File: config.mk
export PLATFORM = sky130hd
export DESIGN_NAME = lru_page_replacement
export DESIGN_NICKNAME = d
export VERILOG_FILES = /design/src/rtl/core/lrupr_pkg.sv /design/src/rtl/core/lrupr_ctrl.sv /design/src/rtl/core/lrupr_dp.sv /design/src/rtl/core/lru_page_replacement.sv
export SDC_FILE = /design/constraint.sdc
export NUM_CORES = 1
export LEC_CHECK = 0
export BUFFER_PORTS_ARGS = -buffer_cell sky130_fd_sc_hd__buf_4
export CAP_MARGIN = 25
export CORE_UTILIZATION = 50
export DETAILED_ROUTE_END_ITERATION = 12
export GPL_TIMING_DRIVEN = 0
export PLACE_DENSITY = 0.69
export SYNTH_ARGS = -nofsm -noshare
export SYNTH_HDL_FRONTEND = slang
export SYNTH_HIERARCHICAL = 1
export SYNTH_SLANG_ARGS = --single-unit
export TNS_END_PERCENT = 100
File: constraint.sdc
create_clock -name clk -period 7.56 [get_ports clk]
set_clock_uncertainty 0.05 [all_clocks]
set_input_delay 0.378 -clock clk [delete_from_list [all_inputs] [get_ports clk]]
set_output_delay 0.378 -clock clk [all_outputs]
set_load 0.03 [all_outputs]
File: src/rtl/core/lrupr_pkg.sv
// shared constants and control types for the lru page replacement table
`default_nettype none

package lrupr_pkg;

	// default geometry
	localparam int FRAMES_DEF    = 4;
	localparam int PAGE_BITS_DEF = 16;

	// fixed field widths on the stream ports
	localparam int PAGE_W   = 16;
	localparam int IDX_W    = 4;
	localparam int FAULT_W  = 32;
	localparam int IN_TDATA_W  = 16;
	localparam int OUT_FIELD_W = 1 + IDX_W + 1 + PAGE_W + FAULT_W;
	localparam int OUT_TDATA_W = ((OUT_FIELD_W + 7) / 8) * 8;
	localparam int OUT_PAD_W   = OUT_TDATA_W - OUT_FIELD_W;

	// controller to datapath commands
	typedef struct packed {
		logic load;    // capture the incoming request
		logic lookup;  // compare the table and pick the frame
		logic commit;  // update the table and load the result register
	} cmd_t;

	// datapath to controller status
	typedef struct packed {
		logic out_busy; // result register full and not taken this cycle
	} sts_t;

endpackage

`default_nettype wire

File: src/rtl/core/lrupr_ctrl.sv
// sequencer for one page request: capture, lookup, commit
`default_nettype none

module lrupr_ctrl (
	input  wire logic             clk,
	input  wire logic             arst_n,
	input  wire logic             s_tvalid,
	output logic                  s_tready,
	output lrupr_pkg::cmd_t       cmd,
	input  wire lrupr_pkg::sts_t  sts
);

	typedef enum logic [1:0] {
		ST_IDLE,
		ST_LOOKUP,
		ST_COMMIT
	} state_t;

	state_t state_q;
	logic   ready_q;

	// state and registered ready
	always_ff @(posedge clk or negedge arst_n) begin
		if (!arst_n) begin
			state_q <= ST_IDLE;
			ready_q <= 1'b1;
		end else begin
			unique case (state_q)
				ST_IDLE: begin
					if (s_tvalid && ready_q) begin
						state_q <= ST_LOOKUP;
						ready_q <= 1'b0;
					end
				end
				ST_LOOKUP: begin
					state_q <= ST_COMMIT;
				end
				ST_COMMIT: begin
					if (!sts.out_busy) begin
						state_q <= ST_IDLE;
						ready_q <= 1'b1;
					end
				end
				default: begin
					state_q <= ST_IDLE;
					ready_q <= 1'b1;
				end
			endcase
		end
	end

	assign s_tready = ready_q;

	// commands to the datapath
	always_comb begin
		cmd.load   = s_tvalid && ready_q;
		cmd.lookup = (state_q == ST_LOOKUP);
		cmd.commit = (state_q == ST_COMMIT) && !sts.out_busy;
	end

endmodule

`default_nettype wire

File: src/rtl/core/lrupr_dp.sv
// frame table, recency ranks, fault counter and result register
`default_nettype none

module lrupr_dp #(
	parameter int FRAMES    = lrupr_pkg::FRAMES_DEF,
	parameter int PAGE_BITS = lrupr_pkg::PAGE_BITS_DEF
) (
	input  wire logic                                clk,
	input  wire logic                                arst_n,
	input  wire lrupr_pkg::cmd_t                     cmd,
	output lrupr_pkg::sts_t                          sts,
	input  wire logic [lrupr_pkg::IN_TDATA_W-1:0]    s_tdata,
	output logic                                     m_tvalid,
	input  wire logic                                m_tready,
	output logic [lrupr_pkg::OUT_TDATA_W-1:0]        m_tdata
);

	localparam int IW     = $clog2(FRAMES);
	localparam int RANK_W = $clog2(FRAMES);
	localparam int KEEP   = (PAGE_BITS < lrupr_pkg::PAGE_W) ? PAGE_BITS : lrupr_pkg::PAGE_W;

	// table state
	logic [PAGE_BITS-1:0] page_q [FRAMES];
	logic [FRAMES-1:0]    valid_q;
	logic [RANK_W-1:0]    rank_q [FRAMES];
	logic [lrupr_pkg::FAULT_W-1:0] faults_q;

	// request key
	logic [PAGE_BITS-1:0] key_q;

	// lookup results
	logic                 hit_c, empty_c;
	logic [IW-1:0]        hit_idx_c, empty_idx_c, lru_idx_c, slot_c;
	logic                 hit_s1, evv_s1, old_valid_s1;
	logic [IW-1:0]        slot_s1;
	logic [RANK_W-1:0]    old_rank_s1;
	logic [lrupr_pkg::PAGE_W-1:0] evp_s1;

	// result register
	logic                          out_valid_q;
	logic                          hit_q, evv_q;
	logic [lrupr_pkg::IDX_W-1:0]   idx_q;
	logic [lrupr_pkg::PAGE_W-1:0]  evp_q;
	logic [lrupr_pkg::FAULT_W-1:0] fc_q;
	logic [lrupr_pkg::FAULT_W-1:0] faults_nx;

	// capture the page, upper bits beyond the stored width dropped
	always_ff @(posedge clk) begin
		if (cmd.load) begin
			key_q <= PAGE_BITS'(s_tdata[KEEP-1:0]);
		end
	end

	// parallel compare; lowest index wins every search
	always_comb begin
		hit_c       = 1'b0;
		empty_c     = 1'b0;
		hit_idx_c   = '0;
		empty_idx_c = '0;
		lru_idx_c   = '0;
		for (int k = FRAMES - 1; k >= 0; k--) begin
			if (valid_q[k] && (page_q[k] == key_q)) begin
				hit_c     = 1'b1;
				hit_idx_c = IW'(k);
			end
			if (!valid_q[k]) begin
				empty_c     = 1'b1;
				empty_idx_c = IW'(k);
			end
			if (rank_q[k] == RANK_W'(FRAMES - 1)) begin
				lru_idx_c = IW'(k);
			end
		end
	end

	// frame choice: hit frame, else first empty, else the oldest
	always_comb begin
		priority if (hit_c) begin
			slot_c = hit_idx_c;
		end else if (empty_c) begin
			slot_c = empty_idx_c;
		end else begin
			slot_c = lru_idx_c;
		end
	end

	// lookup stage register
	always_ff @(posedge clk) begin
		if (cmd.lookup) begin
			hit_s1       <= hit_c;
			slot_s1      <= slot_c;
			evv_s1       <= !hit_c && !empty_c;
			evp_s1       <= (!hit_c && !empty_c) ?
				lrupr_pkg::PAGE_W'(page_q[slot_c]) : '0;
			old_valid_s1 <= valid_q[slot_c];
			old_rank_s1  <= rank_q[slot_c];
		end
	end

	// saturating fault count after this request
	always_comb begin
		faults_nx = faults_q;
		if (!hit_s1 && (faults_q != '1)) begin
			faults_nx = faults_q + 1'b1;
		end
	end

	// page store, written on a miss
	always_ff @(posedge clk) begin
		if (cmd.commit && !hit_s1) begin
			page_q[slot_s1] <= key_q;
		end
	end

	// valid bits, ranks and counter
	always_ff @(posedge clk or negedge arst_n) begin
		if (!arst_n) begin
			valid_q  <= '0;
			faults_q <= '0;
			for (int k = 0; k < FRAMES; k++) begin
				rank_q[k] <= '0;
			end
		end else if (cmd.commit) begin
			faults_q <= faults_nx;
			for (int k = 0; k < FRAMES; k++) begin
				if (IW'(k) == slot_s1) begin
					rank_q[k]  <= '0;
					valid_q[k] <= 1'b1;
				end else if (valid_q[k] && (!old_valid_s1 || (rank_q[k] < old_rank_s1))) begin
					rank_q[k] <= rank_q[k] + 1'b1;
				end
			end
		end
	end

	// result register flag
	always_ff @(posedge clk or negedge arst_n) begin
		if (!arst_n) begin
			out_valid_q <= 1'b0;
		end else if (cmd.commit) begin
			out_valid_q <= 1'b1;
		end else if (m_tready) begin
			out_valid_q <= 1'b0;
		end
	end

	// result payload
	always_ff @(posedge clk) begin
		if (cmd.commit) begin
			hit_q <= hit_s1;
			idx_q <= lrupr_pkg::IDX_W'(slot_s1);
			evv_q <= evv_s1;
			evp_q <= evp_s1;
			fc_q  <= faults_nx;
		end
	end

	assign m_tvalid     = out_valid_q;
	assign m_tdata      = {{lrupr_pkg::OUT_PAD_W{1'b0}}, fc_q, evp_q, evv_q, idx_q, hit_q};
	assign sts.out_busy = out_valid_q && !m_tready;

endmodule

`default_nettype wire

File: src/rtl/core/lru_page_replacement.sv
// lru page replacement table: top level with controller and datapath
//
// Usage:
//   s_* channel carries one page reference per request; m_* channel returns
//   one result per request: hit flag, frame now holding the page, whether a
//   resident page was replaced and which, and the saturating fault count.
//   A hit makes the frame most recent; a miss fills the lowest empty frame,
//   or replaces the least recently used one when the table is full.
// Timing:
//   A request is captured at its acceptance edge, compared against all frames
//   in the next cycle and committed once the result register is free; the
//   result register is loaded at the commit, and a new request is taken only
//   after the previous one is committed. The controller runs the three steps
//   (capture, lookup, commit) in sequence.
// Reset:
//   arst_n clears all valid bits, ranks and the fault counter; the table
//   starts empty and s_tready is high right after reset.
// Stall:
//   A result waits in the output register while m_tready is low; the next
//   request is still accepted and looked up, and its commit waits until the
//   register is free.
`default_nettype none

module lru_page_replacement #(
	parameter int FRAMES    = lrupr_pkg::FRAMES_DEF,
	parameter int PAGE_BITS = lrupr_pkg::PAGE_BITS_DEF
) (
	input  wire logic                                 clk,
	input  wire logic                                 arst_n,
	input  wire logic                                 s_tvalid,
	output logic                                      s_tready,
	// page
	input  wire logic [lrupr_pkg::IN_TDATA_W-1:0]     s_tdata,
	output logic                                      m_tvalid,
	input  wire logic                                 m_tready,
	// hit, frame_index, evicted_valid, evicted_page, fault_count
	output logic [lrupr_pkg::OUT_TDATA_W-1:0]         m_tdata
);

	lrupr_pkg::cmd_t cmd;
	lrupr_pkg::sts_t sts;

	// sequencer
	lrupr_ctrl u_ctrl (
		.clk      (clk),
		.arst_n   (arst_n),
		.s_tvalid (s_tvalid),
		.s_tready (s_tready),
		.cmd      (cmd),
		.sts      (sts)
	);

	// table and result register
	lrupr_dp #(
		.FRAMES    (FRAMES),
		.PAGE_BITS (PAGE_BITS)
	) u_dp (
		.clk      (clk),
		.arst_n   (arst_n),
		.cmd      (cmd),
		.sts      (sts),
		.s_tdata  (s_tdata),
		.m_tvalid (m_tvalid),
		.m_tready (m_tready),
		.m_tdata  (m_tdata)
	);

	// one request in flight at a time
	assert property (@(posedge clk) disable iff (!arst_n)
		(s_tvalid && s_tready) |=> !s_tready)
		else $error("request accepted while another is in flight");

	// a commit never overwrites a result still waiting
	assert property (@(posedge clk) disable iff (!arst_n)
		cmd.commit |-> !sts.out_busy)
		else $error("commit while result register is busy");

	// a commit always presents a result in the next cycle
	assert property (@(posedge clk) disable iff (!arst_n)
		cmd.commit |=> m_tvalid)
		else $error("committed result not presented");

endmodule

`default_nettype wire

==> results.toml, run 1 <==
[floorplan]
io_pins = 78
die_x_um = 138
core_area_um2 = 18000
die-area_um2 = 19000
start_util_pct = 51.3
die_y_um = 138
num_rows = 49

[routing]
drtIter0Drc = 296
drt-total-wl_mm = 19.8
wire_per_inst_um = 19.0
detail_route.vias_per_cell = 5.51
vias = 5735
first_pass_iters = 5
drc = 0
ant_nets = 0

[global_routing]
gr-total-overflow = 0
grt_pass1_vias = 5678
grt_pass1_wl_mm = 31.2
antenna_found_initial = 0
track_usage_pct = 20.8
grt_max_degree = 49

[cells_and_area]
nets = 825
nFillCells = 1396
drive_gt1_share_pct = 19.3
finalInstanceArea_um2 = 11100
seqCellArea_um2 = 5860
area_growth_pct = 19.7
utilization_pct = 61.4
antennaDiodeCount = 0
multi_input_area_um2 = 3180

[critical_path]
required_ns = 7.71
worstSetupEndpointType = "flop"
path_delay_family = "simple AND/OR/NAND/NOR gates"
cp.arrival_ns = 3.50
path_depth = 8
crit_path_end = "u_dp/evp_s1[11]"
rr_startpoint = "u_dp/key_q[12]"
worstPathMaxFanout = 10
rr_endpoint = "u_dp/evp_s1[11]"
cp.buffers_inverters = 1
rrSetupSlack_ns = 4.21
r2r.worst_path.cells = 8
critPathLaunchType = "flop"
cpMaxStageDelayCell = "or4_1"
crit_path_start = "u_dp/key_q[12]"
crit_type = "flop to flop"
path_cells = "xor2_1 > or4_1 > nor4_1 > a32oi_1 > o21ai_1 > buf_2 > mux2i_1 > o22ai_1"
cpPeakStageDelay_ns = 0.59

[clocking]
cts_resized = 0
clock_latency_ns = 0.50
cts_setup_buffers = 0
root_buffer = "clkbuf_16"
htree_num_levels = 1
cts_tree = "built"
cts_buffer_depth = 3
clock_sinks = 203
cts.clk_slew.worst_paths_ns = 0.06
cts_buffers = 22

[placement]
portBuffers = 73
hpwl_mm = 14.4
dpl_cell_area_um2 = 10200
routabilityCongestion = 0.924

[sta]
tns_ns = 0
finalSetupViolCount = 0
slew_violations = 0
whs_ns = 0.201
slew_headroom_pct = 38.7
fmax_mhz = 298
rsz0062_at_grt = "false"
period_share_pct = 44.3
hold_viol_final = 0
max_slew.worst_pin.slew_ns = 0.915
fin_crit_ns = 3.35

[job]
drv_cap = 0

[yosys]
synth_top_family_by_area = "XOR/XNOR gates"
yosysMostFrequentCell = "edfxtp_1"
synthTopCellsByArea = "edfxtp_1, dfrtp_1, xnor2_1"
synthAdderAreaFrac_pct = 1.22
synth-compound-area-share_pct = 4.63
synth.avg_cell_area_um2 = 13.8
async_reset_ff_share_pct = 23.6
synthesis.area_um2 = 9250
muxShareOfSynthArea_pct = 4.56
yosys.area.top_type = "edfxtp_1"
synthFlopType = "edfxtp_1"
ys_ff_latch = 203
yosysWarnings = 6
synthDistinctLibCells = 59
synthXorXnorAreaFrac_pct = 11.9
netlist.area_leader.share_pct = 50.3
yosysSeqAreaShare_pct = 63.3
syn-instance-count = 671
synth_edf_count = 155
synthSimpleGateAreaFrac_pct = 11.7
synthTopCellsByCount = "edfxtp_1, xnor2_1, xor2_1"

[status]
outcome = "complete, no violations"

[pwr]
p_total_uw = 2220
clockPowerShare_pct = 45.3
pwr-share-comb_pct = 1.1
p_int_uw = 1790
p_sw_share_pct = 19.1
seqPwrFrac_pct = 53.6
p_leak_uw = 0.00422
power.switching_uw = 424
peakVddDrop_uv = 184
power_per_cell_area_nw_per_um2 = 200

[hold_path]
hp-class = "primary input to flop"
## repair_timing
action,in CTS,in global routing
hold buffers,17,0
endpoints found under the hold margin,63,0
endpoints found under the setup margin,0,0
## area by class of cell
type	count	share of cell area [%]
Sequential cell	203	52.9
Multi-Input combinational cell	426	28.8
Timing Repair Buffer	98	7.41
Clock buffer	29	5.40
Tap cell	229	2.59
Buffer	29	1.61
Clock inverter	11	0.769
Inverter	16	0.543
## tightest hold or removal path, cell delays in order
cell and delay [ns]:
buf_4 0.09, a22oi_1 0.08, o22a_2 0.20
## sequential cells by signal, indices dropped and copies added (netlist names), 4 cells and up
name           flops
u_dp/faults_q     32
u_dp/evp_q        16
u_dp/valid_q       4
u_dp/key_q        16
u_dp/page_q       64
u_dp/evp_s1       16
u_dp/rank_q        8
u_dp/fc_q         32
## through the flow
stage,worst slack (ns),instances
finish,4.21,1041
global route,4.02,1041
CTS,4.15,1041
detailed placement,4.18,984
global placement,-1.31,976
floorplan,1.24,674
## worst min-delay path by stage
stage                              to  depth (start not counted)            from  slack [ns]
floorplan           u_ctrl/state_q[0]                          0          arst_n        0.03
global placement        u_dp/evp_q[1]                          0  u_dp/evp_s1[1]        0.35
detailed placement      u_dp/evp_q[2]                          0  u_dp/evp_s1[2]        0.36
CTS                   u_ctrl/s_tready                          3        s_tvalid        0.18
global route          u_ctrl/s_tready                          3        s_tvalid        0.19
finish                u_ctrl/s_tready                          3        s_tvalid        0.20
## per-layer routing
metal  vias to the layer above  track usage, %  wire (um)
met3                        34            3.15       1010
met1                      2810            27.1       8490
met2                       183            36.2       9780
met4                         0            6.02        506
met5                         -               0          0
li1                       2708               -          -
## cell families (layout without fill, tap and decap cells)
| kind of cell | count (synthesis) | count (layout) |
|---|---|---|
| compound gates | 55 | 55 |
| xor+xnor | 126 | 126 |
| fa+ha+maj | 9 | 9 |
| buf+inv | 45 | 183 |
| flops | 203 | 203 |
| mux | 42 | 42 |
| other cells | 1 | 4 |
| simple gates | 190 | 190 |
## cell usage in the layout (no fill, tap or decap), types with 4 or more instances in the layout
cell           count
a21boi_0           4
a21o_1             6
and2_1             4
and3_1             7
and4_1             6
buf_2              5
buf_4             82
buf_6              5
buf_8              4
clkbuf_1          16
clkbuf_16         23
clkinv_1           4
clkinvlp_4         4
conb_1             4
dfrtp_1           47
dlygate4sd3_1     17
edfxtp_1         155
ha_1               9
inv_1             16
mux2i_1           41
nand2_1           34
nand2b_1           7
nand3_1           30
nand4_1           28
nor2_1            18
nor2b_1            4
nor3_1             8
nor4_1            13
o21ai_0           15
o22ai_1            7
o22ai_2           10
or4_1              4
xnor2_1           69
xor2_1            57
## power by group through the flow
stage               Clock [uW]  Sequential, uW  Combinational, uW
floorplan                    0            1210               4.41
global placement             0            1210               16.8
detailed placement           0            1210               17.3
CTS                       1030            1190               24.2
global route              1080            1190               26.1
finish                    1000            1190               23.8
(Power assumes the default switching activity.)
==> inputs of run 2 (changes only) <==
--- a/config.mk
+++ b/config.mk
@@ -5,12 +5,13 @@
 export SDC_FILE = /design/constraint.sdc
 export NUM_CORES = 1
 export LEC_CHECK = 0
+export ABC_AREA = 1
 export BUFFER_PORTS_ARGS = -buffer_cell sky130_fd_sc_hd__buf_4
 export CAP_MARGIN = 25
 export CORE_UTILIZATION = 50
 export DETAILED_ROUTE_END_ITERATION = 12
 export GPL_TIMING_DRIVEN = 0
-export PLACE_DENSITY = 0.69
+export PLACE_DENSITY = 0.68
 export SYNTH_ARGS = -nofsm -noshare
 export SYNTH_HDL_FRONTEND = slang
 export SYNTH_HIERARCHICAL = 1
==> constraint.sdc (replaced) <==
create_clock -name clk -period 3.1 [get_ports clk]
set_clock_uncertainty 0.05 [all_clocks]
set_input_delay 0.155 -clock clk [delete_from_list [all_inputs] [get_ports clk]]
set_output_delay 0.155 -clock clk [all_outputs]
set_load 0.03 [all_outputs]
==> run 2 against run 1 <==
Against the previous run: global-route usage increased by 5.9 points; worst setup slack got worse by 4.0 ns; core utilization rose by 0.12 points; via count grew 39%; sequential power rose to 3.3 times the previous value; clock-buffer cell count rose by 2; die area rose by 9.0%; critical path type unchanged.
==> results.toml, run 2 <==
[pwr]
p_leak_uw = 0.00524
power_per_cell_area_nw_per_um2 = 784
clockPowerShare_pct = 29.4
power.switching_uw = 3240
p_int_uw = 6240
seqPwrFrac_pct = 41.4
peakVddDrop_uv = 530
pwr-share-comb_pct = 29.2
p_sw_share_pct = 34.2

[routing]
drc = 0
wire_per_inst_um = 18.0
drt-total-wl_mm = 27.1
first_pass_iters = 5
detail_route.vias_per_cell = 5.30
vias = 7945
drtIter0Drc = 761
ant_nets = 0

[global_routing]
gr-total-overflow = 0
grt_pass1_vias = 7184
grt_pass1_wl_mm = 40.6
track_usage_pct = 26.7
grt_max_degree = 49
antenna_found_initial = 0

[clocking]
htree_num_levels = 1
cts.clk_slew.worst_paths_ns = 0.06
clock_latency_ns = 0.51
cts_buffer_depth = 3
cts_buffers = 22
cts_setup_buffers = 0
clock_sinks = 203
cts_tree = "built"
root_buffer = "clkbuf_16"

[critical_path]
path_cells = "inv_2 > nand2_1 > nand2_1 > nor2_1 > nand2_1 > nor2_1 > nand3_2 > nand2_2 > nor2_4 > nand2_1 > buf_2 > a21oi_1"
rr_startpoint = "u_dp/key_q[7]"
critPathLaunchType = "flop"
cp.arrival_ns = 3.11
rrSetupSlack_ns = 0.18
cp.buffers_inverters = 2
path_delay_family = "simple AND/OR/NAND/NOR gates"
r2r.worst_path.cells = 12
cpPeakStageDelay_ns = 0.61
worstSetupEndpointType = "flop"
crit_type = "flop to flop"
cpMaxStageDelayCell = "edfxtp_1"
rr_endpoint = "u_dp/evp_s1[10]"
required_ns = 3.28
worstPathMaxFanout = 10
cp_common_cell = "nand2_1"

[placement]
dpl_cell_area_um2 = 11100
portBuffers = 73
hpwl_mm = 19.9
place_ws_ns = 0.299
routabilityCongestion = 0.981

[floorplan]
io_pins = 78
core_area_um2 = 19700
die-area_um2 = 20800
num_rows = 51
die_x_um = 144
die_y_um = 144
start_util_pct = 51.4

[yosys]
synthTopCellsByArea = "edfxtp_1, nand2_1, dfrtp_1"
ys_ff_latch = 203
netlist.area_leader.share_pct = 46.1
yosysMostFrequentCell = "nand2_1"
synthDistinctLibCells = 45
synthFlopType = "edfxtp_1"
synth.avg_cell_area_um2 = 9.21
yosysSeqAreaShare_pct = 58.0
synthesis.area_um2 = 10100
yosys.area.top_type = "edfxtp_1"
async_reset_ff_share_pct = 23.6
yosysWarnings = 6
synth_edf_count = 155
syn-instance-count = 1096
synthTopCellsByCount = "nand2_1, edfxtp_1, inv_1"

[sta]
max_slew.worst_pin.slew_ns = 0.788
fmax_mhz = 342
slew_violations = 0
period_share_pct = 94.3
rsz0062_at_grt = "false"
fin_ws_ns = 0.178
fin_crit_ns = 2.92
slew_headroom_pct = 47.4
hold_viol_final = 0
finalSetupViolCount = 0

[cells_and_area]
largest_reg_flops = 64
reg_top3 = "u_dp/page_q x64, u_dp/faults_q x32, u_dp/fc_q x32"
utilization_pct = 61.5
finalInstanceArea_um2 = 12100
drive_gt1_share_pct = 14.9
antennaDiodeCount = 0
regMostFlops = "u_dp/page_q"
layout_commonest_cell = "nand2_1"
area_growth_pct = 19.8
nets = 1248
final_cell_mix = "nand2_1, edfxtp_1, inv_1"

[hold_path]
hp-class = "primary input to asynchronous set/reset pin"

[job]
drv_cap = 0

[status]
outcome = "complete, no violations"
[run 2: cell count changes in the layout (fill, tap and decap cells not counted), sizes merged, moves of 8 or more]
cell    delta
nand2    +299
inv      +128
nor2      +75
nand3     +56
xnor2     -55
mux2i     -41
xor2      -31
a21oi     +28
o21ai     +24
o22ai     -17
nor3      +10
nand2b     -8
[run 2: cell families after synthesis]
kind of cell	Yosys count	synth area share, %
and+or+nand+nor	583	25.3
DFF	203	58.0
buffers and inverters	178	7.42
AOI/OAI and AO/OA	82	4.54
xor gates and xnor gates	40	3.54
adders and majority gates	9	1.12
other	1	0.0371
[run 2: cell type report]
cell class | instances | area, um^2
clock buffer | 31 | 626
inverter | 145 | 544
tap | 265 | 332
sequential | 203 | 5860
multi-input combinational | 718 | 3550
buffer | 33 | 205
clock inverter | 9 | 150
fill | 1670 | 7560
timing repair buffer | 96 | 823
[run 2: layer usage]
metal,GRT usage [%],wire [um],vias up
li1,-,-,3849
met2,39.2,11500,325
met5,0,0,-
met3,3.91,2150,53
met4,8.68,815,0
met1,40.3,12600,3718
[run 2: what timing repair did]
action / CTS / global route
hold endpoints to repair: 67 / 0
setup endpoints to repair: 0 / 0
hold buffers: 19 / 0
gates resized for setup: 0 / 0
[run 2: worst max path at each step]
stage                       from            endpoint  slack, ns  cells after the start
5_1_grt            u_dp/key_q[7]      u_dp/evp_s1[8]       0.01                     13
3_3_place_gp   u_ctrl/state_q[1]  u_dp/page_q[0][10]      -1.04                      5
4_1_cts            u_dp/key_q[7]     u_dp/evp_s1[15]       0.27                     13
2_1_floorplan      u_dp/m_tvalid   u_dp/page_q[0][0]      -0.06                      6
3_5_place_dp       u_dp/key_q[7]      u_dp/evp_s1[8]       0.30                     12
6_report           u_dp/key_q[7]     u_dp/evp_s1[10]       0.18                     12
[run 2: power groups by stage]
| stage | clock network, uW | logic [uW] | registers [uW] |
|---|---|---|---|
| global route | 2930 | 3030 | 3980 |
| CTS | 2830 | 2750 | 3920 |
| finish | 2780 | 2770 | 3920 |
| global placement | 0 | 2610 | 3980 |
| detailed placement | 0 | 2730 | 3970 |
| floorplan | 0 | 1440 | 4220 |
[run 2: metrics by stage]
stage                     cells  total power (uW)  hold slack, ns  TNS, ns
after floorplan            1099              5660          -0.191    -2.03
after global placement     1437              6590           0.180   -87.30
after detailed placement   1441              6700           0.186        0
after CTS                  1500              9500           0.192        0
after global routing       1500              9940           0.235        0
final                      1500              9480           0.170        0
==> inputs of run 3 (changes only) <==
--- a/config.mk
+++ b/config.mk
@@ -9,6 +9,7 @@
 export BUFFER_PORTS_ARGS = -buffer_cell sky130_fd_sc_hd__buf_4
 export CAP_MARGIN = 25
 export CORE_UTILIZATION = 50
+export CTS_BUF_LIST = sky130_fd_sc_hd__clkbuf_4 sky130_fd_sc_hd__clkbuf_8
 export DETAILED_ROUTE_END_ITERATION = 12
 export GPL_TIMING_DRIVEN = 0
 export PLACE_DENSITY = 0.68
==> constraint.sdc (replaced) <==
create_clock -name clk -period 3.1 [get_ports clk]
set_clock_uncertainty 0.05 [all_clocks]
set_input_delay 0.155 -clock clk [delete_from_list [all_inputs] [get_ports clk]]
set_output_delay 0.155 -clock clk [all_outputs]
set_load 0.1 [all_outputs]
==> run 3 against run 2 <==
Against the previous run: first-iteration DRC count decreased by 23%; worst setup slack got worse by 0.073 ns; sequential share of layout area increased by 0.30 points; flip-flop and latch count unchanged; largest power group unchanged; critical path type unchanged.
==> results.toml, run 3 (synthesized netlist as in run 2, its figures left out) <==
[floorplan]
core_area_um2 = 19700
start_util_pct = 51.4
die_y_um = 144
io_pins = 78
die-area_um2 = 20800
die_x_um = 144
num_rows = 51

[global_routing]
gr-total-overflow = 0
gr-usage-met3_pct = 4.04
antenna_found_initial = 0
track_usage_pct = 27.1
top_usage_layer = "met2"
met1_usage_pct = 31.9
grt_max_degree = 49
grt_util_met2_pct = 47.7
grt_pass1_vias = 7788
grt_pass1_wl_mm = 40.9

[cells_and_area]
finalInstanceArea_um2 = 12000
final_cells = 1525
antennaDiodeCount = 0
layout_commonest_cell = "nand2_1"
multi_input_area_um2 = 3550
utilization_pct = 61.2
regMostFlops = "u_dp/page_q"
nFillCells = 1747
nets = 1262
reg_top3 = "u_dp/page_q x64, u_dp/faults_q x32, u_dp/fc_q x32"
final_cell_mix = "nand2_1, edfxtp_1, inv_1"
seqCellArea_um2 = 5860
area_growth_pct = 19.1
drive_gt1_share_pct = 16.9
largest_reg_flops = 64

[placement]
portBuffers = 73
dpl_cell_area_um2 = 11100
post-place-cells = 1440
routabilityCongestion = 0.980
place_ws_ns = -0.202
hpwl_mm = 20.1

[clocking]
cts_buffers = 36
clock_latency_ns = 0.52
cts_buffer_depth = 3
clock_sinks = 203
root_buffer = "clkbuf_8"
cts_tree = "built"
cts.clk_slew.worst_paths_ns = 0.05
htree_num_levels = 2

[job]
drv_cap = 0

[routing]
wire_per_inst_um = 17.8
first_pass_iters = 5
detail_route.vias_per_cell = 5.28
vias = 8046
drtIter0Drc = 583
ant_nets = 0
drt-total-wl_mm = 27.1
drc = 0

[sta]
slew_violations = 0
fmax_mhz = 334
hold_viol_final = 0
slew_headroom_pct = 45.7
max_slew.worst_pin.slew_ns = 0.813
rsz0062_at_grt = "false"
period_share_pct = 96.6
fin_crit_ns = 3.00
finalSetupViolCount = 0
fin_ws_ns = 0.104

[critical_path]
crit_type = "flop to flop"
worstPathMaxFanout = 10
required_ns = 3.38
worstSetupEndpointType = "flop"
cp.arrival_ns = 3.27
critPathLaunchType = "flop"
rrSetupSlack_ns = 0.10

[pwr]
peakVddDrop_uv = 377
power_per_cell_area_nw_per_um2 = 825
p_total_uw = 9920
p_leak_uw = 0.00524

[hold_path]
hp-class = "primary input to asynchronous set/reset pin"

[status]
outcome = "complete, no violations"
[run 3: path summary, 6_finish.rpt]
check | startpoint | endpoint | depth (start not counted)
max | u_dp/key_q[14] | u_dp/evp_s1[4] | 11
min | arst_n | u_dp/faults_q[4] | 2
max reg2reg | u_dp/key_q[14] | u_dp/evp_s1[4] | 11
min reg2reg | u_dp/evp_s1[3] | u_dp/evp_q[3] | 0
max in group asynchronous | arst_n | u_dp/m_tvalid | 2
min in group clk | s_tdata[0] | u_dp/key_q[0] | 2
[run 3: routing by layer]
layer,vias up,part of all wire (%),wire [um]
met5,-,0,0
met4,0,4.6,1240
met3,82,6.6,1790
met2,313,50,13500
met1,3764,39,10500
li1,3887,-,-
[run 3: repair_timing]
action | 4_1_cts | 5_1_grt
endpoints found under the hold margin | 67 | 0
buffers inserted | 1 | 0
gates resized for setup | 0 | 0
hold buffers | 19 | 0
setup endpoints to repair | 32 | 0
[run 3: through the flow]
stage / TNS [ns] / hold WS [ns]
4_1_cts: 0 / 0.167
5_1_grt: 0 / 0.238
3_3_place_gp: -86.35 / 0.178
6_report: 0 / 0.157
3_5_place_dp: -6.26 / 0.182
2_1_floorplan: -11.90 / -0.191
[run 3: worst max-delay path: stages, from the launching register on]
cell      delay (ns)
edfxtp_1        0.45
buf_2           0.20
xnor2_1         0.48
nand3_1         0.13
nor2_1          0.12
nand3_1         0.18
nand2_2         0.15
inv_1           0.07
nand2_4         0.18
buf_2           0.37
nand3_1         0.16
a21oi_1         0.27
[run 3: where the power goes]
part | leakage [uW] | switching (uW) | internal (uW) | total [uW]
clock network | 0.000368 | 1050 | 1320 | 2370
registers | 0.00204 | 316 | 3610 | 3930
logic | 0.00283 | 2730 | 897 | 3630
total | 0.00524 | 4090 | 5830 | 9920
[run 3: final cells by class]
| cell class | instances | area share [%] |
|---|---|---|
| Buffer | 33 | 1.80 |
| Sequential cell | 203 | 48.7 |
| Tap cell | 265 | 2.76 |
| Clock buffer | 52 | 5.28 |
| Clock inverter | 13 | 0.552 |
| Multi-Input combinational cell | 718 | 29.6 |
| Timing Repair Buffer | 96 | 6.79 |
| Inverter | 145 | 4.53 |
